**src/hw/rtl/udf_pkg.sv**
```systemverilog
`default_nettype none

package udf_pkg;

  // Replacement character for malformed or forbidden code points.
  localparam logic [31:0] RepChar = 32'h0000_FFFD;

  // One unit of work handed from the front end to the back end. It holds
  // the character that the byte closed, if any, and the byte itself when
  // the byte produces a result of its own.
  typedef struct packed {
    logic        has_pend;
    logic [31:0] pend_value;
    logic [3:0]  pend_bytes;
    logic        has_byte;
    logic [7:0]  byte_val;
  } udf_job_t;

  // Start value of a character for a lead byte 0xC0..0xFF, indexed by the low
  // six bits. The payload bits of the lead byte are kept according to its
  // length prefix.
  function automatic logic [7:0] lead_start(input logic [5:0] idx);
    logic [7:0] res;
    res = 8'h00;
    if (!idx[5]) begin
      res = {3'b000, idx[4:0]};
    end else if (!idx[4]) begin
      res = {4'b0000, idx[3:0]};
    end else if (!idx[3]) begin
      res = {5'b00000, idx[2:0]};
    end else if (!idx[2]) begin
      res = {6'b000000, idx[1:0]};
    end else if (!idx[1]) begin
      res = {7'b0000000, idx[0]};
    end
    return res;
  endfunction

  // Replaces code points below 0x80, surrogates and the two noncharacters
  // at the end of the basic plane.
  function automatic logic [31:0] check_cp(input logic [31:0] c);
    logic bad;
    bad = (c < 32'h0000_0080) ||
          ((c & 32'hFFFF_F800) == 32'h0000_D800) ||
          ((c & 32'hFFFF_FFFE) == 32'h0000_FFFE);
    return bad ? RepChar : c;
  endfunction

  // Folds Polish letters to ASCII lowercase and a few separators to space.
  function automatic logic [31:0] fold_cp(input logic [31:0] c);
    logic [31:0] res;
    case (c) inside
      32'h104, 32'h105:                      res = 32'h61;
      32'h118, 32'h119:                      res = 32'h65;
      32'h106, 32'h107:                      res = 32'h63;
      32'h141, 32'h142:                      res = 32'h6C;
      32'h143, 32'h144:                      res = 32'h6E;
      32'h0D3, 32'h0F3:                      res = 32'h6F;
      32'h179, 32'h17A, 32'h17B, 32'h17C:    res = 32'h7A;
      32'h15A, 32'h15B:                      res = 32'h73;
      32'h2D, 32'h09, 32'h2C, 32'h2E, 32'h27: res = 32'h20;
      default:                               res = c;
    endcase
    return res;
  endfunction

endpackage

`default_nettype wire

```
**src/hw/rtl/udf_front.sv**
```systemverilog
`default_nettype none

module udf_front (
  input  wire                clk_i,
  input  wire                rst_ni,
  input  wire                accept_i,
  input  wire [7:0]          byte_in_i,
  output logic               push_o,
  output udf_pkg::udf_job_t  job_o
);
  import udf_pkg::*;

  logic        pend_valid_q, pend_valid_d;
  logic [31:0] pend_value_q, pend_value_d;
  logic [3:0]  pend_bytes_q, pend_bytes_d;
  logic        is_cont;
  logic        is_lead;

  assign is_cont = (byte_in_i[7:6] == 2'b10);
  assign is_lead = (byte_in_i[7:6] == 2'b11);

  always_comb begin
    pend_valid_d = pend_valid_q;
    pend_value_d = pend_value_q;
    pend_bytes_d = pend_bytes_q;
    push_o       = 1'b0;
    job_o.has_pend   = pend_valid_q;
    job_o.pend_value = pend_value_q;
    job_o.pend_bytes = pend_bytes_q;
    job_o.has_byte   = !is_lead;
    job_o.byte_val   = byte_in_i;
    if (accept_i) begin
      if (pend_valid_q && is_cont) begin
        // Extend the open character; the accumulator wraps at 32 bits.
        pend_value_d = {pend_value_q[25:0], byte_in_i[5:0]};
        if (pend_bytes_q != 4'hF) begin
          pend_bytes_d = pend_bytes_q + 4'd1;
        end
      end else begin
        push_o = pend_valid_q || !is_lead;
        if (is_lead) begin
          pend_valid_d = 1'b1;
          pend_value_d = {24'h0, lead_start(byte_in_i[5:0])};
          pend_bytes_d = 4'd1;
        end else begin
          pend_valid_d = 1'b0;
          pend_value_d = '0;
          pend_bytes_d = '0;
        end
      end
    end
  end

  always_ff @(posedge clk_i or negedge rst_ni) begin
    if (!rst_ni) begin
      pend_valid_q <= 1'b0;
      pend_value_q <= '0;
      pend_bytes_q <= '0;
    end else begin
      pend_valid_q <= pend_valid_d;
      pend_value_q <= pend_value_d;
      pend_bytes_q <= pend_bytes_d;
    end
  end

endmodule

`default_nettype wire

```
**src/hw/rtl/udf_queue.sv**
```systemverilog
`default_nettype none

module udf_queue #(
  parameter int unsigned Depth = 4
) (
  input  wire                     clk_i,
  input  wire                     rst_ni,
  input  wire                     push_i,
  input  wire udf_pkg::udf_job_t  push_job_i,
  input  wire                     pop_i,
  output logic                    full_o,
  output logic                    empty_o,
  output udf_pkg::udf_job_t       head_o
);
  import udf_pkg::*;

  localparam int unsigned PtrW = (Depth > 1) ? $clog2(Depth) : 1;
  localparam int unsigned CntW = $clog2(Depth + 1);

  udf_job_t            mem_q [Depth];
  logic [PtrW-1:0]     wr_ptr_q, wr_ptr_d;
  logic [PtrW-1:0]     rd_ptr_q, rd_ptr_d;
  logic [CntW-1:0]     count_q, count_d;
  logic                do_push;
  logic                do_pop;

  assign full_o  = (count_q == CntW'(Depth));
  assign empty_o = (count_q == '0);
  assign head_o  = mem_q[rd_ptr_q];
  assign do_push = push_i && !full_o;
  assign do_pop  = pop_i && !empty_o;

  function automatic logic [PtrW-1:0] next_ptr(input logic [PtrW-1:0] p);
    return (p == PtrW'(Depth - 1)) ? '0 : p + PtrW'(1);
  endfunction

  always_comb begin
    wr_ptr_d = do_push ? next_ptr(wr_ptr_q) : wr_ptr_q;
    rd_ptr_d = do_pop ? next_ptr(rd_ptr_q) : rd_ptr_q;
    count_d  = count_q;
    if (do_push && !do_pop) begin
      count_d = count_q + CntW'(1);
    end else if (do_pop && !do_push) begin
      count_d = count_q - CntW'(1);
    end
  end

  always_ff @(posedge clk_i) begin
    if (do_push) begin
      mem_q[wr_ptr_q] <= push_job_i;
    end
  end

  always_ff @(posedge clk_i or negedge rst_ni) begin
    if (!rst_ni) begin
      wr_ptr_q <= '0;
      rd_ptr_q <= '0;
      count_q  <= '0;
    end else begin
      wr_ptr_q <= wr_ptr_d;
      rd_ptr_q <= rd_ptr_d;
      count_q  <= count_d;
    end
  end

endmodule

`default_nettype wire

```
**src/hw/rtl/udf_back.sv**
```systemverilog
`default_nettype none

module udf_back (
  input  wire                     clk_i,
  input  wire                     rst_ni,
  input  wire                     empty_i,
  input  wire udf_pkg::udf_job_t  head_i,
  output logic                    pop_o,
  output logic                    out_valid_o,
  input  wire                     out_stall_i,
  output logic [31:0]             code_point_o,
  output logic [3:0]              byte_count_o,
  output logic                    last_of_run_o
);
  import udf_pkg::*;

  logic        phase_q, phase_d;
  logic        out_valid_q, out_valid_d;
  logic [31:0] cp_q, cp_d;
  logic [3:0]  cnt_q, cnt_d;
  logic        last_q, last_d;
  logic        slot_free;
  logic        emit;
  logic        emit_pend;

  assign slot_free = !out_valid_q || !out_stall_i;
  assign emit      = !empty_i && slot_free;
  // The closed character goes out first, then the byte's own result.
  assign emit_pend = head_i.has_pend && !phase_q;

  always_comb begin
    phase_d     = phase_q;
    out_valid_d = out_valid_q && out_stall_i;
    cp_d        = cp_q;
    cnt_d       = cnt_q;
    last_d      = last_q;
    pop_o       = 1'b0;
    if (emit) begin
      out_valid_d = 1'b1;
      if (emit_pend) begin
        cp_d   = fold_cp(check_cp(head_i.pend_value));
        cnt_d  = head_i.pend_bytes;
        last_d = !head_i.has_byte;
        if (head_i.has_byte) begin
          phase_d = 1'b1;
        end else begin
          pop_o = 1'b1;
        end
      end else begin
        cp_d    = fold_cp({24'h0, head_i.byte_val});
        cnt_d   = 4'd1;
        last_d  = 1'b1;
        pop_o   = 1'b1;
        phase_d = 1'b0;
      end
    end
  end

  always_ff @(posedge clk_i or negedge rst_ni) begin
    if (!rst_ni) begin
      phase_q     <= 1'b0;
      out_valid_q <= 1'b0;
    end else begin
      phase_q     <= phase_d;
      out_valid_q <= out_valid_d;
    end
  end

  always_ff @(posedge clk_i) begin
    cp_q   <= cp_d;
    cnt_q  <= cnt_d;
    last_q <= last_d;
  end

  assign out_valid_o   = out_valid_q;
  assign code_point_o  = cp_q;
  assign byte_count_o  = cnt_q;
  assign last_of_run_o = last_q;

endmodule

`default_nettype wire

```
**src/hw/rtl/utf8_decode_fold_unit.sv**
```systemverilog
`default_nettype none
// A result goes from the accepted request through the queue write, then the output register;
// a character closes only on the byte after it.
// Throughput: one byte request per cycle unless the queue is full; a byte that closes a
// character and yields its own result makes two results, which the job queue absorbs.
// Reset (rst_ni, asynchronous, active low) drops the open character and empties the queue.

module utf8_decode_fold_unit #(
  parameter int unsigned QueueDepth = 4
) (
  input  wire         clk_i,
  input  wire         rst_ni,
  input  wire         in_valid_i,
  output logic        in_stall_o,
  input  wire  [7:0]  byte_in_i,
  output logic        out_valid_o,
  input  wire         out_stall_i,
  output logic [31:0] code_point_o,
  output logic [3:0]  byte_count_o,
  output logic        last_of_run_o
);
  import udf_pkg::*;

  // The front end keeps the open character and turns each byte request into
  // at most one job: the closed character, the byte's own result, or both.
  // The back end checks, folds and emits one result per cycle unless idle or stalled.
  logic     accept;
  logic     push;
  logic     pop;
  logic     full;
  logic     empty;
  udf_job_t push_job;
  udf_job_t head_job;

  // The front end stalls only when the queue is full, so a request is taken
  // while a finished result still waits in the output register.
  assign in_stall_o = full;
  assign accept     = in_valid_i && !full;

  udf_front u_front (
    .clk_i     (clk_i),
    .rst_ni    (rst_ni),
    .accept_i  (accept),
    .byte_in_i (byte_in_i),
    .push_o    (push),
    .job_o     (push_job)
  );

  udf_queue #(
    .Depth (QueueDepth)
  ) u_queue (
    .clk_i      (clk_i),
    .rst_ni     (rst_ni),
    .push_i     (push),
    .push_job_i (push_job),
    .pop_i      (pop),
    .full_o     (full),
    .empty_o    (empty),
    .head_o     (head_job)
  );

  udf_back u_back (
    .clk_i         (clk_i),
    .rst_ni        (rst_ni),
    .empty_i       (empty),
    .head_i        (head_job),
    .pop_o         (pop),
    .out_valid_o   (out_valid_o),
    .out_stall_i   (out_stall_i),
    .code_point_o  (code_point_o),
    .byte_count_o  (byte_count_o),
    .last_of_run_o (last_of_run_o)
  );

endmodule

`default_nettype wire
```
**config.mk**
```make
export PLATFORM = sky130hd
export DESIGN_NAME = utf8_decode_fold_unit
export DESIGN_NICKNAME = d
export VERILOG_FILES = /design/src/hw/rtl/udf_pkg.sv /design/src/hw/rtl/udf_front.sv /design/src/hw/rtl/udf_queue.sv /design/src/hw/rtl/udf_back.sv /design/src/hw/rtl/utf8_decode_fold_unit.sv
export SDC_FILE = /design/constraint.sdc
export NUM_CORES = 1
export LEC_CHECK = 0
export BUFFER_PORTS_ARGS = -buffer_cell sky130_fd_sc_hd__buf_2
export CAP_MARGIN = 10
export CORE_ASPECT_RATIO = 0.9
export CORE_MARGIN = 1
export CORE_UTILIZATION = 55
export CTS_CLUSTER_DIAMETER = 150
export DETAILED_ROUTE_END_ITERATION = 16
export PLACE_DENSITY = 0.76
export SKIP_CTS_REPAIR_TIMING = 1
export SYNTH_ARGS = -nofsm -noshare
export SYNTH_HDL_FRONTEND = slang
export SYNTH_SLANG_ARGS = --single-unit
```
**constraint.sdc**
```tcl
create_clock -name clk_i -period 4 [get_ports clk_i]
set_clock_uncertainty 0.1 [all_clocks]
set_input_delay 0.2 -clock clk_i [delete_from_list [all_inputs] [get_ports clk_i]]
set_output_delay 0.2 -clock clk_i [all_outputs]
set_load 0.005 [all_outputs]
```
-- After elaboration in Yosys (flattened, before gate mapping)
Memories as Yosys holds them, arrays and structs flattened.
Cells that the tools add are included.
- register bits: 83
- bits in writable memories: 184
- bits of input ports: 12
- word-level logic and storage cells: 135
- memories kept: 1
- memory list (memory ; words ; width ; read ports ; clocked after Yosys merged registers in ; write ports ; RTL line ; source):
    u_queue.mem_q ; 4 ; 46 ; 1 ; 0 ; 1 ; udf_queue.sv:20 ; udf_job_t mem_q [Depth];
- add/sub/neg operators: 5
- order comparisons: 1
- equality and inequality tests: 40
- multiplexer cells: 38
- bitwise logic cells: 1
- reduce and logical (&&, ||, !) cells: 38
- operators with widths (kind ; number):
    equality test 32 x 9 -> 1 bit, second input constant ; 16
    2-to-1 mux 32 bit ; 13
    equality test 32 x 6 -> 1 bit, second input constant ; 4
    equality test 32 x 8 -> 1 bit, second input constant ; 2
    2-to-1 mux 8 bit ; 6
    equality test 32 x 4 -> 1 bit, second input constant ; 1
    equality test 8 x 6 -> 1 bit, second input constant ; 4
    less-than comparator 32 x 8 -> 1 bit, second input constant ; 1
    equality test 31 x 15 -> 1 bit, second input constant ; 1
    equality test 21 x 5 -> 1 bit, second input constant ; 1
    equality test 8 bit, second input constant ; 2
    OR reduction 2 bit ; 8
    2-to-1 mux 1 bit ; 13
    OR reduction 5 bit ; 2
    logical AND 1 bit ; 9
    logical NOT 1 bit ; 9
    equality test 2 bit, second input constant ; 4
    equality test 8 x 4 -> 1 bit, second input constant ; 1
    2-to-1 mux 4 bit ; 2
    2-to-1 mux 3 bit ; 2
    AND reduction 2 bit ; 3
    adder 2 x 1 -> 2 bit, second input constant ; 2
    adder 4 x 1 -> 4 bit, second input constant ; 1
    logical OR 1 bit ; 4
    other kinds (11) ; 12

-- Logic depth before layout (Yosys ltp)
An unclocked memory read counts as a cell.
- word-level depth: 17
- mapped depth: 14
- depth with buffers taken out: 11

-- Hierarchy
A second synthesis with hierarchy kept.
- cells, all modules: 628
- area, all modules: 11006.8 um^2
- by module, submodules not included (module ; times used ; cells an instance ; area an instance (um^2)):
    udf_queue ; 1 ; 277 ; 7086.8
    udf_back ; 1 ; 196 ; 2225.9
    udf_front ; 1 ; 154 ; 1680.4
    utf8_decode_fold_unit ; 1 ; 1 ; 13.8

-- Least setup slack after synthesis
No wires, ideal clock.
- path type: reg-to-reg
- start point: reg u_queue.count_q[0]
- end point: reg u_queue.count_q[1]
- setup time: 0.125 ns
- data arrival time: 3.864 ns
- data required time: 3.775 ns
- slack: -0.089 ns
- cell stages (with the launch flop): 8
- buffers on the path: 0
- cells stage by stage: dfrtp_1 > nor3_1 > a21oi_1 > nand2_1 > ha_1 > inv_1 > fa_1 > mux2_2
- longest elaborated chain between the ends: 8
- RTL lines (item ; RTL line ; source):
    start: declaration ; udf_queue.sv:23 ; logic [CntW-1:0] count_q, count_d;
    start signal: assignment ; udf_queue.sv:62 ; count_q <= count_d;
    logical NOT 3 bit ; udf_queue.sv:28 ; assign empty_o = (count_q == '0);
    logical NOT 1 bit ; udf_back.sv:27 ; assign emit = !empty_i && slot_free;
    logical AND 1 bit ; udf_back.sv:27 ;
    via u_back.emit ; udf_back.sv:23 ; logic emit;
    2-to-1 mux 1 bit ; udf_back.sv:38 ; if (emit) begin
    logical AND 1 bit ; udf_queue.sv:31 ; assign do_pop = pop_i && !empty_o;
    logical NOT 1 bit ; udf_queue.sv:41 ; if (do_push && !do_pop) begin
    logical AND 1 bit ; udf_queue.sv:41 ;
    2-to-1 mux 3 bit ; udf_queue.sv:41 ;
    via u_queue.count_d[1] ; udf_queue.sv:23 ;
The timed path passes the listed nets, and every way through them passes these cells. The select of a mux whose other input is x is not followed.
A chain may end at the register's enable or synchronous reset.

-- Worst setup path in the final report
- start point: reg u_queue.rd_ptr_q[0]
- end point: reg u_back.cp_q[1] (netlist: u_back.code_point_o[1]) (data pin)
- longest elaborated chain between the ends: 17
- RTL lines (item ; RTL line ; source):
    start: declaration ; udf_queue.sv:22 ; logic [PtrW-1:0] rd_ptr_q, rd_ptr_d;
    start signal: assignment ; udf_queue.sv:61 ; rd_ptr_q <= rd_ptr_d;
    memory read (4 x 46 bit) (*) ; - ;
    less-than comparator 32 x 8 -> 1 bit / equality test 21 x 5 -> 1 bit (equally long branches) ; udf_pkg.sv:43, udf_pkg.sv:44 ;
    logical OR 1 bit ; udf_pkg.sv:43 ; bad = (c < 32'h0000_0080) ||
    logical OR 1 bit ; udf_pkg.sv:44 ; ((c & 32'hFFFF_F800) == 32'h0000_D800) ||
    2-to-1 mux 32 bit ; udf_pkg.sv:46 ; return bad ? RepChar : c;
    equality test 32 x 6 -> 1 bit / equality test 32 x 4 -> 1 bit (equally long branches) ; udf_back.sv:41 ; cp_d = fold_cp(check_cp(head_i.pend_value));
    OR reduction 5 bit ; udf_pkg.sv:52 ; case (c) inside
    2-to-1 mux 32 bit (9 in series) ; udf_pkg.sv:52 ;
    2-to-1 mux 32 bit (*) ; udf_back.sv:40 ; if (emit_pend) begin
    end signal: assignment ; udf_back.sv:70 ; cp_q <= cp_d;
    end: declaration ; udf_back.sv:19 ; logic [31:0] cp_q, cp_d;
Mark *: on every way between the ends. The rest lies on a longest branch, timed or not.

==> run summary <==
The run finished with clean final reports. The worst setup path is captured at a register. Summed over all layers, the routed wires come to 21,700 µm.

The worst path setup slack after routing came out at 255 ps. In the synthesized netlist the dominant register cell turns out to be sky130_fd_sc_hd__edfxtp_1. The worst hold slack came out at 36.7 ps. The number of core rows came out at 48. Summed over all cells, the static leakage comes to 4.58 nW.

The detailed router placed 5,943 vias in this run. Summed over all nets, the switching power comes to 2.79 mW. At the worst endpoint, the required time is 4260 ps. The via density per instance was 6.00; the clock-pin slew on the worst setup and hold paths was 60 ps. The run gives 5,827 as the number of global-route vias before repair. The worst setup path is of the reg -> reg kind.

For the final routed database, the setup TNS stands at 0 ps. The run gives 636 as the count of mapped cells out of synthesis. The worst setup path is launched from a register. The run gives 0.000407 V as the largest voltage drop on the vdd net.

Counting cells, the worst reg-to-reg path comes to 9. The logs give 41.1% for the remaining max-slew budget at the tightest pin and 58 for the number of distinct library cells after synthesis. For this run, the number of Yosys warnings is 0. At the pin with the least slew margin, the transition time is 882 ps.

The sequential cells in the finished layout cover a total of 0.00779 mm². The number of routed nets with antenna violations is 0. Clock tree synthesis selected as its root buffer the cell sky130_fd_sc_hd__clkbuf_16. Y dimension of the die: 135 µm. Counting every sink on the clock net gives 267. On the critical path, the stage with the largest delay is an instance of sky130_fd_sc_hd__dfrtp_2.

The number of slew-limit violations in the final report was 0. The proportion of power drawn by the clock network was 28.8%; the global-route congestion overflow total was 0. The synthesized design contains 221 enable-type register cells. The achievable frequency is 267 MHz, and the worst hold path cell count is 4.

The multi-input combinational cells in the finished layout cover a total of 0.00277 mm². The detailed-route wire length per cell works out to 22.0 µm. Compared with the post-synthesis result, the final layout area differs by 15.4%.

Once the floorplan was initialized, standard cells occupied 56.1% of the core. The internal power of the cells totals 6.59 mW. The tools report the area enclosed by the die boundary as 0.0201 mm². The number of port buffers is 50. Worst hold-check path type: in -> reg. TritonCTS built the clock tree.

At the later pin of the worst-skew pair, clock insertion delay measures 530 ps. The synthesized flop and latch total is 267, and the number of diodes added for antenna fixing is 0. Tracing the worst setup path back leads to its startpoint at u_queue.rd_ptr_q[0]. The count of H-tree levels built during CTS was 1; the minimum setup slack among reg-to-reg paths was 250 ps. The number of fillers in the final layout is 1,278, and the HPWL reported at the end of detailed placement is 13,200 µm. The biggest cell delay along the critical path was 750 ps.

Setup violations remaining at the end of the flow were counted as 0. The number of clock buffers added by TritonCTS is 27. Critical-path maximum fanout: 17. Destination of the worst register-to-register timing path: u_back.code_point_o[1].

The family with the most delay on the worst path was simple AND/OR/NAND/NOR gates. Sorting the synthesized cells by how often they occur yields sky130_fd_sc_hd__edfxtp_1 (221), sky130_fd_sc_hd__nand2_1 (86), sky130_fd_sc_hd__dfrtp_1 (46), sky130_fd_sc_hd__mux4_2 (34), sky130_fd_sc_hd__nand3_1 (32). Buffers plus inverters on the worst setup path: 1. In this run the critical register-to-register path is launched from u_queue.rd_ptr_q[0]. The weighted congestion reported at the end of routability-driven placement was 0.865; the number of hold violations in the final report was 0. For the share of power burned in combinational logic, the log shows 28.2%. The die is 149 µm wide.

Setup repair after global routing left no endpoint under its margin. The run gives 72.5% as the sequential-to-total area share from yosys stat. For hold timing, the worst endpoint is u_front.pend_bytes_q[3].

For the net count after synthesis, the log shows 656. In this run the mean area of a mapped cell was 16.9 µm². Maximum number of pins on one net before global-route repair: 47. Maximum count of clock buffers along a single path: 3. The pre-CTS setup slack was 320 ps. For the area of the mapped netlist, the log shows 0.0107 mm². The first global-routing pass estimated 33,000 µm of wire. The run gives 9.38 mW as the power consumption.

Max-cap violations in this run came to 0. The critical path goes through buf_12 > mux4_2 > nor4_1 > nand4_2 > or3_4 > a21oi_4 > o22ai_1 > and2_1 > o31ai_2. Dominant cell by count in the synthesized netlist: sky130_fd_sc_hd__edfxtp_1.

The share of Yosys cell area claimed by the top area cell type was 61.8%. The floorplan step defined a core boundary enclosing 0.0192 mm². Data on the critical path arrives at its endpoint at 4010 ps. The power per unit of standard cell area is 756 mW/mm², and the number of detailed-route iterations in the first pass is 5. The global-route total usage across every layer came out at 22.0%. The synthesized design spends more area on one cell type than any other, namely sky130_fd_sc_hd__edfxtp_1. Of the available clock period, the critical path in the final layout requires 93.6%. Ranked by total cell area, the synthesized netlist is headed by sky130_fd_sc_hd__edfxtp_1 (62%), sky130_fd_sc_hd__dfrtp_1 (11%), sky130_fd_sc_hd__mux4_2 (7.1%).

The startpoint identified for the worst hold timing path is in_valid_i. For this run, design rule violations remaining after detail routing come to 0. The post-route netlist has 23.5% of its cells at a drive strength greater than 1. The tools report the net count reported at finish as 739. Of all flip-flops after synthesis, the portion carrying an async set or reset was 17.2%.

The minimum clock period after layout was 3750 ps. The DRC violation total after the first TritonRoute iteration came out at 537. The initial antenna violation count is 0. Net switching is 29.8% of the power. For this design the top-level I/O count stands at 51.

Part of the total power dissipated in sequential elements: 43.1%.
-- power groups by stage --
stage          Combinational (mW)  Clock (mW)  Sequential [mW]
6_report                     2.64        2.70             4.04
5_1_grt                      2.88        2.83             4.09
4_1_cts                      2.64        2.73             4.04
3_5_place_dp                 2.62           0             4.10
3_3_place_gp                 2.57           0             4.05
2_1_floorplan                1.89           0             3.99
-- worst max path at each step --
stage | endpoint | slack, ps | cells after the start
6_report | u_back.code_point_o[1] | 250 | 9
5_1_grt | u_back.code_point_o[21] | 90 | 9
4_1_cts | u_back.code_point_o[1] | 240 | 9
3_5_place_dp | u_back.code_point_o[1] | 320 | 9
3_3_place_gp | u_back.code_point_o[1] | 230 | 9
2_1_floorplan | u_queue.count_q[2] | 660 | 13
-- layout make-up --
class,instances,share of cell area [%]
clock buffer,37,5.99
clock inverter,13,1.82
inverter,9,0.272
multi-input combinational,334,22.3
sequential,267,62.8
tap,250,2.52
timing repair buffer,80,4.24
-- routing by layer --
layer  up-vias  track usage [%]  routed length, µm
li1       2636                -                  -
met1      3010             31.4               9000
met2       254             35.5              10900
met3        43             3.07               1290
met4         0             7.26                527
met5         -                0                  0
-- through the flow --
step	instance area (µm²)	utilization [%]	instances
floorplan	10700	-	636
global placement	11300	59.1	930
finish	12400	64.7	990
detailed placement	11300	59.1	930
CTS	12300	64.2	980
global route	12400	64.7	990
-- cell usage in the layout (no fill, tap or decap), drive strengths merged, types with 5 or more instances in the layout --
cell type / n
o21ai: 17
dlygate4sd3: 10
nor2: 20
nand4: 7
clkinv: 5
inv: 10
a21oi: 18
nand2: 86
buf: 70
edfxtp: 221
bufinv: 6
nor2b: 5
nand3: 32
dfrtp: 46
nor4: 7
nor3: 5
clkbuf: 37
ha: 7
o21a: 9
and2: 26
mux4: 45
-- state kept, by name (all words and copies together) (netlist names) --
register,count
u_queue.mem_q,184
u_front.pend_valid_q,1
u_back.code_point_o,32
u_back.last_of_run_o,1
u_back.byte_count_o,4
u_queue.rd_ptr_q,2
u_queue.wr_ptr_q,2
u_queue.count_q,3
u_front.pend_value_q,32
u_back.phase_q,1
u_back.out_valid_o,1
u_front.pend_bytes_q,4
-- tightest hold or removal path, delay by kind of cell --
kind | cells | cell delay, ps
and+or+nand+nor | 3 | 310
buffers and inverters | 1 | 100
-- cell families after synthesis --
family	Yosys count	synth area share, %
flip-flops	267	72.5
AND/OR/NAND/NOR	202	9.60
AO/OA/AOI/OAI	69	4.23
multiplexers	48	10.1
buffers and inverters	35	2.00
adder cells (fa/ha/maj)	8	1.00
XOR/XNOR	7	0.571
No activity file was read; power rests on OpenSTA's default activity.
